$ cat config.mk
export PLATFORM = sky130hd
export DESIGN_NAME = dedup_priority_job_queue_flat
export DESIGN_NICKNAME = d
export VERILOG_FILES = /design/src/rtl/core/dpjq_pkg.sv /design/src/rtl/core/dpjq_if.sv /design/src/rtl/core/dpjq_ram.sv /design/src/rtl/core/dedup_priority_job_queue.sv /design/src/flat_wrapper.sv
export SDC_FILE = /design/constraint.sdc
export NUM_CORES = 2
export LEC_CHECK = 0
export BUFFER_PORTS_ARGS = -buffer_cell sky130_fd_sc_hd__buf_2
export CAP_MARGIN = 5
export CORE_MARGIN = 1.5
export CORE_UTILIZATION = 50
export DETAILED_ROUTE_END_ITERATION = 12
export PLACE_DENSITY = 0.66
export SLEW_MARGIN = 20
export SYNTH_ARGS = -nofsm -noshare
export SYNTH_HDL_FRONTEND = slang
export SYNTH_SLANG_ARGS = --single-unit
$ cat constraint.sdc
create_clock -name clk -period 11.8 [get_ports clk]
set_input_delay 0.59 -clock clk [delete_from_list [all_inputs] [get_ports clk]]
set_output_delay 0.59 -clock clk [all_outputs]
set_load 0.01 [all_outputs]
$ cat src/rtl/core/dpjq_pkg.sv
// Shared types, codes and constants of the deduplicating priority job queue.
`timescale 1ns / 1ps
`default_nettype none

package dpjq_pkg;

  localparam int QUEUE_DEPTH_DEF  = 32;
  localparam int CANCEL_DEPTH_DEF = 32;

  localparam int ID_W    = 31;
  localparam int PRIO_W  = 16;
  localparam int COUNT_W = 6;
  localparam int LIMIT_W = 6;

  localparam logic [LIMIT_W-1:0] JOB_LIMIT_RESET = 6'd20;

  typedef enum logic [2:0] {
    CODE_APPENDED      = 3'd0,
    CODE_EVICTED       = 3'd1,
    CODE_PRIO_LOWERED  = 3'd2,
    CODE_DUP_KEPT      = 3'd3,
    CODE_INVALID       = 3'd4,
    CODE_TAKEN         = 3'd5,
    CODE_CANCEL_NOTICE = 3'd6,
    CODE_ALL_DONE      = 3'd7
  } rsp_code_t;

  localparam logic FUNC_SCHEDULE = 1'b0;
  localparam logic FUNC_TAKE     = 1'b1;

  typedef struct packed {
    logic              func;
    logic [ID_W-1:0]   job_id;
    logic [PRIO_W-1:0] job_priority;
  } req_t;

  typedef struct packed {
    rsp_code_t          code;
    logic [ID_W-1:0]    out_id;
    logic [PRIO_W-1:0]  out_priority;
    logic [COUNT_W-1:0] queued_count;
    logic               cancel_overflow;
  } rsp_t;

  typedef struct packed {
    logic [ID_W-1:0]   id;
    logic [PRIO_W-1:0] prio;
  } q_entry_t;

endpackage

`default_nettype wire

$ cat src/rtl/core/dpjq_if.sv
// Valid/ready channel interfaces for job requests and their results.
`timescale 1ns / 1ps
`default_nettype none

interface dpjq_req_if;
  logic          valid;
  logic          ready;
  dpjq_pkg::req_t payload;

  modport source (output valid, output payload, input ready);
  modport sink (input valid, input payload, output ready);
endinterface

interface dpjq_rsp_if;
  logic          valid;
  logic          ready;
  dpjq_pkg::rsp_t payload;

  modport source (output valid, output payload, input ready);
  modport sink (input valid, input payload, output ready);
endinterface

`default_nettype wire

$ cat src/rtl/core/dpjq_ram.sv
// Generic single-write, single-read RAM with registered read data.
`timescale 1ns / 1ps
`default_nettype none

module dpjq_ram #(
  parameter int WIDTH = 8,
  parameter int DEPTH = 32
) (
  input  wire logic                     clk,
  input  wire logic                     we,
  input  wire logic [$clog2(DEPTH)-1:0] waddr,
  input  wire logic [WIDTH-1:0]         wdata,
  input  wire logic [$clog2(DEPTH)-1:0] raddr,
  output logic [WIDTH-1:0]              rdata
);

  logic [WIDTH-1:0] mem [DEPTH];

  always_ff @(posedge clk) begin
    if (we) begin
      mem[waddr] <= wdata;
    end
    rdata <= mem[raddr];
  end

endmodule

`default_nettype wire

$ cat src/rtl/core/dedup_priority_job_queue.sv
// Top level of the deduplicating priority job queue with its list sequencer.
//
//   channel | dir | handshake        | contents
//   req     | in  | valid/ready      | func, job_id, job_priority
//   rsp     | out | valid/ready      | code, out_id, out_priority, queued_count,
//           |     |                  | cancel_overflow
//   cfg     | in  | cfg_we only      | job_limit
//
// One request is worked on at a time; each list walk reads one RAM entry per cycle
// through a single compare unit, and removals move one entry per cycle.
// Reset is synchronous and empties both lists at once; no clearing pass is needed.
// A result waits in the output register; a new request is taken while it waits.
`timescale 1ns / 1ps
`default_nettype none

module dedup_priority_job_queue #(
  parameter int QUEUE_DEPTH  = dpjq_pkg::QUEUE_DEPTH_DEF,
  parameter int CANCEL_DEPTH = dpjq_pkg::CANCEL_DEPTH_DEF
) (
  input  wire logic                         clk,
  input  wire logic                         rst,
  input  wire logic                         cfg_we,
  input  wire logic [dpjq_pkg::LIMIT_W-1:0] cfg_wdata,
  dpjq_req_if.sink                          req,
  dpjq_rsp_if.source                        rsp
);

  localparam int QCW = $clog2(QUEUE_DEPTH + 1);
  localparam int CCW = $clog2(CANCEL_DEPTH + 1);
  localparam int QAW = $clog2(QUEUE_DEPTH);
  localparam int CAW = $clog2(CANCEL_DEPTH);
  localparam int MAXD = (QUEUE_DEPTH > CANCEL_DEPTH) ? QUEUE_DEPTH : CANCEL_DEPTH;
  localparam int IW = $clog2(MAXD + 2);
  localparam int QW = $bits(dpjq_pkg::q_entry_t);

  typedef enum logic [12:0] {
    S_IDLE    = 13'b0000000000001,
    S_QSCAN   = 13'b0000000000010,
    S_LOWER   = 13'b0000000000100,
    S_QSHIFT  = 13'b0000000001000,
    S_CEVICT  = 13'b0000000010000,
    S_CPUSH   = 13'b0000000100000,
    S_QAPPEND = 13'b0000001000000,
    S_CSCAN   = 13'b0000010000000,
    S_CSHIFT  = 13'b0000100000000,
    S_TSCAN   = 13'b0001000000000,
    S_CPOP    = 13'b0010000000000,
    S_CPOPD   = 13'b0100000000000,
    S_OUT     = 13'b1000000000000
  } state_t;

  state_t                            state;
  dpjq_pkg::req_t                    key;
  logic [dpjq_pkg::LIMIT_W-1:0]      job_limit;
  logic [QCW-1:0]                    qcount;
  logic [CCW-1:0]                    ccount;
  logic [IW-1:0]                     idx;
  logic [IW-1:0]                     p_idx;
  logic                              p_valid;
  logic [IW-1:0]                     sel;
  logic [dpjq_pkg::PRIO_W-1:0]       fprio;
  logic [dpjq_pkg::ID_W-1:0]         evict_id;
  logic                              cshift_push;
  dpjq_pkg::rsp_code_t               res_code;
  logic [dpjq_pkg::ID_W-1:0]         res_id;
  logic [dpjq_pkg::PRIO_W-1:0]       res_prio;
  logic                              res_ovf;
  logic                              rsp_valid;
  dpjq_pkg::rsp_t                    rsp_payload;

  logic                              q_we;
  logic [QAW-1:0]                    q_waddr;
  dpjq_pkg::q_entry_t                q_wdata;
  logic [QW-1:0]                     q_rdata_raw;
  dpjq_pkg::q_entry_t                q_rd;
  logic                              c_we;
  logic [CAW-1:0]                    c_waddr;
  logic [dpjq_pkg::ID_W-1:0]         c_wdata;
  logic [dpjq_pkg::ID_W-1:0]         c_rd;

  logic                              scanning;
  logic [IW-1:0]                     lim_cur;
  logic                              issue;
  logic                              walk_done;
  logic [IW-1:0]                     pm1;
  logic [QCW-1:0]                    eff_lim;

  assign q_rd = dpjq_pkg::q_entry_t'(q_rdata_raw);
  assign pm1  = p_idx - IW'(1);

  always_comb begin
    if (job_limit == '0) begin
      eff_lim = QCW'(1);
    end else if (32'(job_limit) > QUEUE_DEPTH) begin
      eff_lim = QCW'(QUEUE_DEPTH);
    end else begin
      eff_lim = QCW'(job_limit);
    end
  end

  always_comb begin
    scanning = 1'b0;
    lim_cur  = IW'(qcount);
    unique case (state)
      S_QSCAN, S_TSCAN, S_QSHIFT: begin
        scanning = 1'b1;
        lim_cur  = IW'(qcount);
      end
      S_CSCAN, S_CSHIFT: begin
        scanning = 1'b1;
        lim_cur  = IW'(ccount);
      end
      default: begin
        scanning = 1'b0;
      end
    endcase
  end

  assign issue     = scanning && (idx < lim_cur);
  assign walk_done = !p_valid && !issue;

  always_comb begin
    q_we    = 1'b0;
    q_waddr = pm1[QAW-1:0];
    q_wdata = q_rd;
    c_we    = 1'b0;
    c_waddr = pm1[CAW-1:0];
    c_wdata = c_rd;
    unique case (state)
      S_LOWER: begin
        if (key.job_priority < fprio) begin
          q_we    = 1'b1;
          q_waddr = sel[QAW-1:0];
          q_wdata = '{id: key.job_id, prio: key.job_priority};
        end
      end
      S_QSHIFT: begin
        q_we = p_valid;
      end
      S_QAPPEND: begin
        q_we    = 1'b1;
        q_waddr = qcount[QAW-1:0];
        q_wdata = '{id: key.job_id, prio: key.job_priority};
      end
      S_CSHIFT: begin
        c_we = p_valid;
      end
      S_CPUSH: begin
        c_we    = 1'b1;
        c_waddr = ccount[CAW-1:0];
        c_wdata = evict_id;
      end
      default: begin
        q_we = 1'b0;
      end
    endcase
  end

  dpjq_ram #(
    .WIDTH (QW),
    .DEPTH (QUEUE_DEPTH)
  ) u_queue_ram (
    .clk   (clk),
    .we    (q_we),
    .waddr (q_waddr),
    .wdata (q_wdata),
    .raddr (idx[QAW-1:0]),
    .rdata (q_rdata_raw)
  );

  dpjq_ram #(
    .WIDTH (dpjq_pkg::ID_W),
    .DEPTH (CANCEL_DEPTH)
  ) u_cancel_ram (
    .clk   (clk),
    .we    (c_we),
    .waddr (c_waddr),
    .wdata (c_wdata),
    .raddr (idx[CAW-1:0]),
    .rdata (c_rd)
  );

  always_ff @(posedge clk) begin
    if (rst) begin
      state     <= S_IDLE;
      job_limit <= dpjq_pkg::JOB_LIMIT_RESET;
      qcount    <= '0;
      ccount    <= '0;
      p_valid   <= 1'b0;
      rsp_valid <= 1'b0;
    end else begin
      if (cfg_we) begin
        job_limit <= cfg_wdata;
      end
      if (rsp_valid && rsp.ready) begin
        rsp_valid <= 1'b0;
      end

      p_valid <= issue;
      p_idx   <= idx;
      if (issue) begin
        idx <= idx + IW'(1);
      end

      unique case (state)
        S_IDLE: begin
          if (req.valid) begin
            key      <= req.payload;
            res_id   <= '0;
            res_prio <= '0;
            res_ovf  <= 1'b0;
            idx      <= '0;
            if (req.payload.func == dpjq_pkg::FUNC_SCHEDULE) begin
              if (req.payload.job_id == '0) begin
                res_code <= dpjq_pkg::CODE_INVALID;
                state    <= S_OUT;
              end else begin
                state <= S_QSCAN;
              end
            end else if (qcount != '0) begin
              state <= S_TSCAN;
            end else if (ccount != '0) begin
              idx   <= IW'(ccount) - IW'(1);
              state <= S_CPOP;
            end else begin
              res_code <= dpjq_pkg::CODE_ALL_DONE;
              state    <= S_OUT;
            end
          end
        end
        S_QSCAN: begin
          if (p_valid && (q_rd.id == key.job_id)) begin
            sel   <= p_idx;
            fprio <= q_rd.prio;
            state <= S_LOWER;
          end else begin
            if (p_valid && (p_idx == '0)) begin
              evict_id <= q_rd.id;
            end
            if (walk_done) begin
              if (qcount >= eff_lim) begin
                res_code <= dpjq_pkg::CODE_EVICTED;
                res_id   <= evict_id;
                idx      <= IW'(1);
                state    <= S_QSHIFT;
              end else begin
                res_code <= dpjq_pkg::CODE_APPENDED;
                state    <= S_QAPPEND;
              end
            end
          end
        end
        S_LOWER: begin
          if (key.job_priority < fprio) begin
            res_code <= dpjq_pkg::CODE_PRIO_LOWERED;
          end else begin
            res_code <= dpjq_pkg::CODE_DUP_KEPT;
          end
          state <= S_OUT;
        end
        S_QSHIFT: begin
          if (walk_done) begin
            qcount <= qcount - QCW'(1);
            if (key.func == dpjq_pkg::FUNC_TAKE) begin
              state <= S_OUT;
            end else begin
              state <= S_CEVICT;
            end
          end
        end
        S_CEVICT: begin
          if (32'(ccount) >= CANCEL_DEPTH) begin
            res_ovf     <= 1'b1;
            cshift_push <= 1'b1;
            idx         <= IW'(1);
            state       <= S_CSHIFT;
          end else begin
            state <= S_CPUSH;
          end
        end
        S_CPUSH: begin
          ccount <= ccount + CCW'(1);
          state  <= S_QAPPEND;
        end
        S_QAPPEND: begin
          qcount <= qcount + QCW'(1);
          idx    <= '0;
          state  <= S_CSCAN;
        end
        S_CSCAN: begin
          if (p_valid && (c_rd == key.job_id)) begin
            idx         <= p_idx + IW'(1);
            p_valid     <= 1'b0;
            cshift_push <= 1'b0;
            state       <= S_CSHIFT;
          end else if (walk_done) begin
            state <= S_OUT;
          end
        end
        S_CSHIFT: begin
          if (walk_done) begin
            ccount <= ccount - CCW'(1);
            if (cshift_push) begin
              state <= S_CPUSH;
            end else begin
              state <= S_OUT;
            end
          end
        end
        S_TSCAN: begin
          if (p_valid && ((p_idx == '0) || (q_rd.prio < res_prio))) begin
            sel      <= p_idx;
            res_id   <= q_rd.id;
            res_prio <= q_rd.prio;
          end
          if (walk_done) begin
            res_code <= dpjq_pkg::CODE_TAKEN;
            idx      <= sel + IW'(1);
            state    <= S_QSHIFT;
          end
        end
        S_CPOP: begin
          state <= S_CPOPD;
        end
        S_CPOPD: begin
          res_id   <= c_rd;
          ccount   <= ccount - CCW'(1);
          res_code <= dpjq_pkg::CODE_CANCEL_NOTICE;
          state    <= S_OUT;
        end
        S_OUT: begin
          if (!rsp_valid || rsp.ready) begin
            rsp_payload <= '{
              code:            res_code,
              out_id:          res_id,
              out_priority:    res_prio,
              queued_count:    dpjq_pkg::COUNT_W'(qcount),
              cancel_overflow: res_ovf
            };
            rsp_valid <= 1'b1;
            state     <= S_IDLE;
          end
        end
        default: begin
          state <= S_IDLE;
        end
      endcase
    end
  end

  assign req.ready   = (state == S_IDLE);
  assign rsp.valid   = rsp_valid;
  assign rsp.payload = rsp_payload;

`ifndef SYNTHESIS
  a_qcount_bound: assert property (@(posedge clk) disable iff (rst)
    qcount <= QCW'(QUEUE_DEPTH))
    else $error("queue occupancy above its depth");

  a_ccount_bound: assert property (@(posedge clk) disable iff (rst)
    ccount <= CCW'(CANCEL_DEPTH))
    else $error("cancelled list occupancy above its depth");

  a_busy_after_accept: assert property (@(posedge clk) disable iff (rst)
    (req.valid && req.ready) |=> !req.ready)
    else $error("request taken while another request is in work");

  a_result_loaded: assert property (@(posedge clk) disable iff (rst)
    (state == S_OUT && (!rsp_valid || rsp.ready)) |=> (rsp.valid && req.ready))
    else $error("finished request did not reach the output register");
`endif

endmodule

`default_nettype wire

$ cat src/flat_wrapper.sv
// flat-port wrapper written by rule: the top's interface ports become plain ports
module dedup_priority_job_queue_flat 
#(
  parameter int QUEUE_DEPTH  = dpjq_pkg::QUEUE_DEPTH_DEF,
  parameter int CANCEL_DEPTH = dpjq_pkg::CANCEL_DEPTH_DEF
)
  (clk, rst, cfg_we, cfg_wdata, req_valid, req_payload, req_ready, rsp_valid, rsp_payload, rsp_ready);
  dpjq_req_if req_i ();
  dpjq_rsp_if rsp_i ();
  input  wire logic clk;
  input  wire logic rst;
  input  wire logic cfg_we;
  input  wire logic [dpjq_pkg::LIMIT_W-1:0] cfg_wdata;
  input wire logic [$bits(req_i.valid)-1:0] req_valid;
  input wire logic [$bits(req_i.payload)-1:0] req_payload;
  output wire logic [$bits(req_i.ready)-1:0] req_ready;
  output wire logic [$bits(rsp_i.valid)-1:0] rsp_valid;
  output wire logic [$bits(rsp_i.payload)-1:0] rsp_payload;
  input wire logic [$bits(rsp_i.ready)-1:0] rsp_ready;
  assign req_i.valid = req_valid;
  assign req_i.payload = req_payload;
  assign req_ready = req_i.ready;
  assign rsp_valid = rsp_i.valid;
  assign rsp_payload = rsp_i.payload;
  assign rsp_i.ready = rsp_ready;
  dedup_priority_job_queue #(.QUEUE_DEPTH(QUEUE_DEPTH), .CANCEL_DEPTH(CANCEL_DEPTH)) u_core (.clk(clk), .rst(rst), .cfg_we(cfg_we), .cfg_wdata(cfg_wdata), .req(req_i), .rsp(rsp_i));
endmodule
==> After elaboration in Yosys (flattened, before gate mapping) <==
Memories as Yosys holds them, arrays and structs flattened. A register that Yosys moved wholly into a read port is not among the register bits.
Cells that the tools add are included.
{ "totals": {"regBits": 255, "ramBits": 2496, "input_bits": 59, "out_inout_bits": 59, "word_cells": 199, "mem_count": 2} }
{ "classes": {"n_addsub": 8, "n_lt_le_gt_ge": 6, "n_eq_ne": 32, "n_mux": 84, "bitwise": 2, "n_reduce_logical": 41} }
{ "mem_list": {"columns": ["memory", "depth", "word_bits", "rd", "rd_ports_with_merged_regs", "wr", "line_no", "rtl"], "rows": [
  ["u_core.u_queue_ram.mem", 32, 47, 1, 1, 1, "dpjq_ram.sv:17", "logic [WIDTH-1:0] mem [DEPTH];"],
  ["u_core.u_cancel_ram.mem", 32, 31, 1, 1, 1, "dpjq_ram.sv:17", null]
]} }
{ "ops": {"columns": ["operator", "count"], "rows": [
  ["$mux 13", 15],
  ["$mux 31", 6],
  ["$pmux 13 s12", 1],
  ["$pmux 31 s4", 1],
  ["$mux 6", 18],
  ["$pmux 47 s2", 1],
  ["$eq 31x31->1", 2],
  ["$mux 47", 1],
  ["$pmux 6 s6", 1],
  ["$lt 16x16->1", 2],
  ["$mux 16", 2],
  ["$pmux 16 s2", 1],
  ["$logic_not 31->1", 1],
  ["$add 6x1->6 const B", 5],
  ["$mux 3", 8],
  ["$pmux 6 s2", 2],
  ["$ne 2x1->1 const B", 10],
  ["$reduce_and 4->1", 5],
  ["$pmux 6 s3", 1],
  ["$mux 1", 16],
  ["$pmux 3 s5", 1],
  ["$reduce_and 7->1", 2],
  ["$eq 13x1->1 const B", 1],
  ["$eq 13x10->1 const B", 1],
  ["42 further kinds", 69]
]} }

==> Longest topological paths before layout <==
{ "depth": {"ltp_word": 10, "depth_mapped": 16, "mapped_depth_nobuf": 14} }

==> Modules after synthesis <==
From an unflattened synthesis, not the netlist that was laid out.
{ "unflattened": {"hier_cells": 6607, "hier_area_um2": 111881.1} }
{ "modules_own_cells": {"columns": ["module", "n_inst", "cells_per_inst", "area_per_inst_um2", "seq_area_each_um2"], "rows": [
  ["dpjq_ram (u_core.u_queue_ram)", 1, 3296, 59469.5, 46104.2],
  ["dpjq_ram (u_core.u_cancel_ram)", 1, 2192, 39163.8, 30409.2],
  ["dedup_priority_job_queue", 1, 1119, 13247.7, 7327.0]
]} }

==> Least setup slack after synthesis <==
OpenSTA, ideal clock, no wires.
{ "synth_path": {"kind": "register -> register", "from": "reg u_core.state[4]", "to": "reg u_core.res_id[0] in the netlist's numbering, enable pin", "setup_ns": 0.497, "t_arrival_ns": 6.134, "required_ns": 11.303, "path_slack_ns": 5.170, "stages_incl_launch_ff": 14, "path_buffers": 2, "period_less_slack_ns": 6.630, "cell_sequence": "dfxtp_1 > or4_1 > buf_4 > o2bb2ai_1 > nand2_1 > mux2i_1 > ha_1 > nand2_1 > a2111o_1 > o21a_1 > buf_2 > a211o_1 > and2_1 > nor4_1"} }
{ "synth_via": {"elab_chain_len": 9, "word_cells_on_any_way": 22, "classes_between": "1 x order compare; 12 x eq/ne; 2 x mux; 7 x reduce/logical"} }
{ "synth_rtl": {"columns": ["item", "line_no", "rtl"], "rows": [
  ["from (decl)", "dedup_priority_job_queue.sv:52", "state_t state;"],
  ["from (signal assigned)", "dedup_priority_job_queue.sv:185", "state <= S_IDLE;"],
  ["from (signal assigned)", "dedup_priority_job_queue.sv:216", "state <= S_OUT;"],
  ["from (signal assigned)", "dedup_priority_job_queue.sv:218", "state <= S_QSCAN;"],
  ["$eq 13x8->1 or $eq 13x9->1 (tied branches)", "dedup_priority_job_queue.sv:104", "unique case (state)"],
  ["$reduce_or 2->1", null, null],
  ["$mux 6", "dedup_priority_job_queue.sv:104", null],
  ["$lt 6x6->1", "dedup_priority_job_queue.sv:119", "assign issue = scanning && (idx < lim_cur);"],
  ["$logic_and 1x1->1", "dedup_priority_job_queue.sv:119", null],
  ["$logic_not 1->1", "dedup_priority_job_queue.sv:120", "assign walk_done = !p_valid && !issue;"],
  ["$logic_and 1x1->1", "dedup_priority_job_queue.sv:120", null],
  ["$ne 2x1->1 (no source line)", null, null],
  ["$reduce_and 7->1 (no source line) (*)", null, null],
  ["to (signal assigned)", "dedup_priority_job_queue.sv:243", "res_id <= evict_id;"],
  ["to (signal assigned)", "dedup_priority_job_queue.sv:313", "res_id <= q_rd.id;"],
  ["to (signal assigned)", "dedup_priority_job_queue.sv:326", "res_id <= c_rd;"],
  ["to (decl)", "dedup_priority_job_queue.sv:65", "logic [dpjq_pkg::ID_W-1:0] res_id;"]
]} }
Mark *: on every way between the ends. The rest lies on a longest branch, timed or not.
A chain may end at the register's enable or synchronous reset.

==> Final worst setup path <==
{ "layout_path": {"from": "reg u_core.state[4]", "to": "mem u_core.u_queue_ram.mem[26][2] in the netlist's numbering, enable pin"} }
{ "layout_via": {"elab_chain_len": 4, "word_cells_on_any_way": 7, "classes_between": "3 x eq/ne; 4 x mux"} }
{ "layout_rtl": {"columns": ["item", "line_no", "rtl"], "rows": [
  ["$eq 13x7->1, or another cell as far along", "dedup_priority_job_queue.sv:129", "unique case (state)"],
  ["$pmux 1 s3", "dedup_priority_job_queue.sv:129", null],
  ["$mux 1", "dpjq_ram.sv:20", "if (we) begin"],
  ["$mux 1 (not written as such)", "dpjq_ram.sv:21", "mem[waddr] <= wdata;"],
  ["to (decl)", "dpjq_ram.sv:17", null]
]} }
Several ways; a longest one is shown, not always the timed one.

==> run metrics <==
Synth Area in Compound Gates 0.01159; worst hold margin around 0.074 ns; Power Total roughly 27000 uW; Clock Tree Buf Depth 4; die area 221600 sq um; CP delay by family, top simple AND/OR/NAND/NOR gates; largest cells by area after synthesis edfxtp_1 (75%), mux4_2 (16%), dfxtp_1 (2.0%); post-synthesis sequential area ratio 0.7665; Leak around 0.040 uW; Crit path required time 12.31 ns; Inserted Clock Buffers between 200 and 300; Vias 52570; Clock Latency Late Sink 0.94 ns; Die Wd 470.7 microns; Worst-path clk slew roughly 0.060 ns; clk sinks 2829; clock root cell clkbuf_16; WHS Path Cells 3; Buf/Inv on CP 2; number of max-cap violations 0; Hold Path Class input port to register; Worst VDD drop 0.1646 mV; placed inst area around 110000 sq um; xor and xnor area share after synthesis 0.007287; most used cell, CP buf_4; Slew @ Worst Pin around 1.1 ns; Slew HR 0.2514; Critical Path Max Stage Delay around 0.8 ns; Chip Height 470.7 microns; drt initial violations 6416; CTS tree built; post-CTS sizing 0; post-synth top area share 0.7462; post-synthesis simple-gate area fraction 0.02590; mux share of post-synthesis cell area 0.1704; Hold EP u_core.job_limit[2]; final setup vio count 0; most common cell after layout, fill and taps aside edfxtp_1; run status complete, no violations; Setup TNS Final 0 ns; num ports about 120; drc violations 0; critical path's slowest cell or4_1; drt first pass iters 9; worst-case reg-to-reg path depth 10; fmax slightly above 0.2 GHz; Startpoint Class register; synth unique cells 80; FF+latch count, synth approximately 2800; clock skew about 0.065 ns; WL/cell 32.69 microns; initial antenna violation count 12; initial core utilization 0.5032; htree depth 5; buffers added on ports roughly 120; crit path time final just under 5 ns; first-pass GRT wire length between 300000 and 400000 microns; largest family of logic cells by synthesized area multiplexers; RSZ-0062 raised after global routing no; multi-input combinational cell area around 25000 sq um; Ys Warns 0; worst hold path startpoint cfg_we; Yosys top cell by area edfxtp_1; Vias per Instance 6.271; post-synthesis adder-cell area fraction 0.006703; Detail Placement HPWL around 150000 microns; Mapped Cells approximately 5000; largest net degree at the start of global routing around 130; number of synthesized flops with an enable pin 2718; Post-Route WL between 200000 and 300000 microns; Mapped Area between 100000 and 150000 sq um; cells along the critical path or4_1 -> nor4_4 -> nand2_2 -> a21oi_2 -> o21a_2 -> or2_2 -> buf_4 -> o21ai_4 -> nor3_2 -> buf_4; Post-CTS Setup Inserts 0; Row Count around 170; Tot GR Track Use 0.2477; area grow syn2layout 13.46%; worst r2r dst u_core.u_queue_ram.mem[26][2]; share of cells above drive strength 1 0.2981; core box area about 220000 sq um; net count after synthesis ~5100; PD cells roughly 210 nW/um^2; FFs w/ async S/R, synth 0; CP Max Fanout between 40 and 50; post-route clock period utilization 0.4206; Fill cells between 15000 and 20000; fin. max-slew vios 0; crit path kind register to register; worst r2r src u_core.state[4]; RD Place Congestion around 0.92; Finished Cell Area ~120000 sq um; Remaining Overflow, GRT 0; commonest cells after routing, fill and taps aside edfxtp_1 (2718), mux4_2 (780), clkbuf_16 (303); antenna-violating nets left 0; NumNets Final between 5000 and 6000; FF-to-FF setup slack around 7 ns; register area ~84000 sq um; Hold Vio Cnt, Final 0; vias in the first global route roughly 53000; Syn Area/Cell 22.08 sq um; Worst EP arrival approximately 5.5 ns; Main synth FF type edfxtp_1; Setup crit end kind register
metal layers:
metal / vias up / share of wire / track usage
met5: - / 0.00017 / 0
met4: 6 / 0.037 / 0.08597
met3: 540 / 0.079 / 0.04520
met2: 2495 / 0.50 / 0.4084
met1: 28090 / 0.39 / 0.3344
li1: 21430 / - / -
synthesized netlist by cell type, types with 5 or more instances:
master / instances
or4b_2: 5
or3_1: 14
a211oi_1: 6
dfxtp_1: 111
ha_1: 57
mux2_2: 81
a21oi_1: 34
nand3_1: 16
nand4_1: 26
mux2i_1: 16
a21o_1: 10
inv_1: 81
a222oi_1: 31
buf_1: 65
nand2b_1: 11
nor2_1: 112
nor2b_1: 6
xor2_1: 10
and2_1: 20
or4_1: 8
mux4_2: 780
o21a_1: 7
clkbuf_1: 161
xnor2_1: 81
buf_2: 11
o21ai_0: 23
edfxtp_1: 2718
o211ai_1: 6
a221oi_1: 5
nand2_1: 290
nor4_1: 16
nor3_1: 46
sequential cells by signal, indices dropped and copies added, names as in the netlist, 13 cells and up:
register,flops
u_core.u_cancel_ram.mem,992
u_core.res_id,31
u_core.u_queue_ram.rdata,47
u_core.fprio,16
u_core.u_cancel_ram.rdata,31
u_core.state,13
u_core.key,48
u_core.u_queue_ram.mem,1504
u_core.evict_id,31
u_core.rsp.payload,57
u_core.res_prio,16
what timing repair did:
action / CTS / global route
endpoints found under the setup margin: 0 / 0
hold buffers: 55 / 0
endpoints found under the hold margin: 55 / 0
power by group:
group          switching [uW]  internal, uW  total, uW
Sequential                454         12600      13100
Combinational            2810          1640       4450
Clock                    3700          5310       9010
layout make-up:
cell class / instances / share of cell area
Multi-Input combinational cell: 1799 / 0.2002
Clock buffer: 378 / 0.06465
Clock inverter: 133 / 0.01022
Antenna cell: 4 / 0.00008065
Tap cell: 2854 / 0.02877
Timing Repair Buffer: 302 / 0.01799
Inverter: 84 / 0.002541
Sequential cell: 2829 / 0.6756
worst min-delay path, cell delays in order:
cell	delay [ns]
buf_2	0.18
mux2i_1	0.09
nand2_1	0.06
stage by stage:
step | setup slack (ns) | cells | util
final | 6.836 | 8383 | 0.5709
after global routing | 6.664 | 8380 | 0.5709
after CTS | 6.842 | 8379 | 0.5705
after detailed placement | 6.831 | 7813 | 0.5252
after global placement | 6.964 | 7811 | 0.5251
after floorplan | 5.170 | 4954 | -
cell families (layout without fill, tap and decap cells):
logic type	after synthesis	after routing
AND/OR/NAND/NOR	604	604
adder cells (fa/ha/maj)	58	58
multiplexers	877	877
buffers and inverters	326	897
flip-flops	2829	2829
XOR/XNOR	91	91
AO/OA/AOI/OAI	169	169
other	0	4
worst max-delay path by stage:
stage,start,endpoint,slack [ns],cells past startpoint
final,u_core.state[4],u_core.u_queue_ram.mem[26][2],6.84,10
after CTS,u_core.state[4],u_core.u_queue_ram.mem[26][2],6.84,10
after global routing,u_core.state[4],u_core.u_queue_ram.mem[27][2],6.66,10
after global placement,u_core.state[4],u_core.u_queue_ram.mem[26][0],6.96,10
after detailed placement,u_core.state[4],u_core.u_queue_ram.mem[26][3],6.83,10
after floorplan,u_core.state[4],u_core.res_id[0],5.17,13
Note: power is estimated with default switching activity, not from simulation.
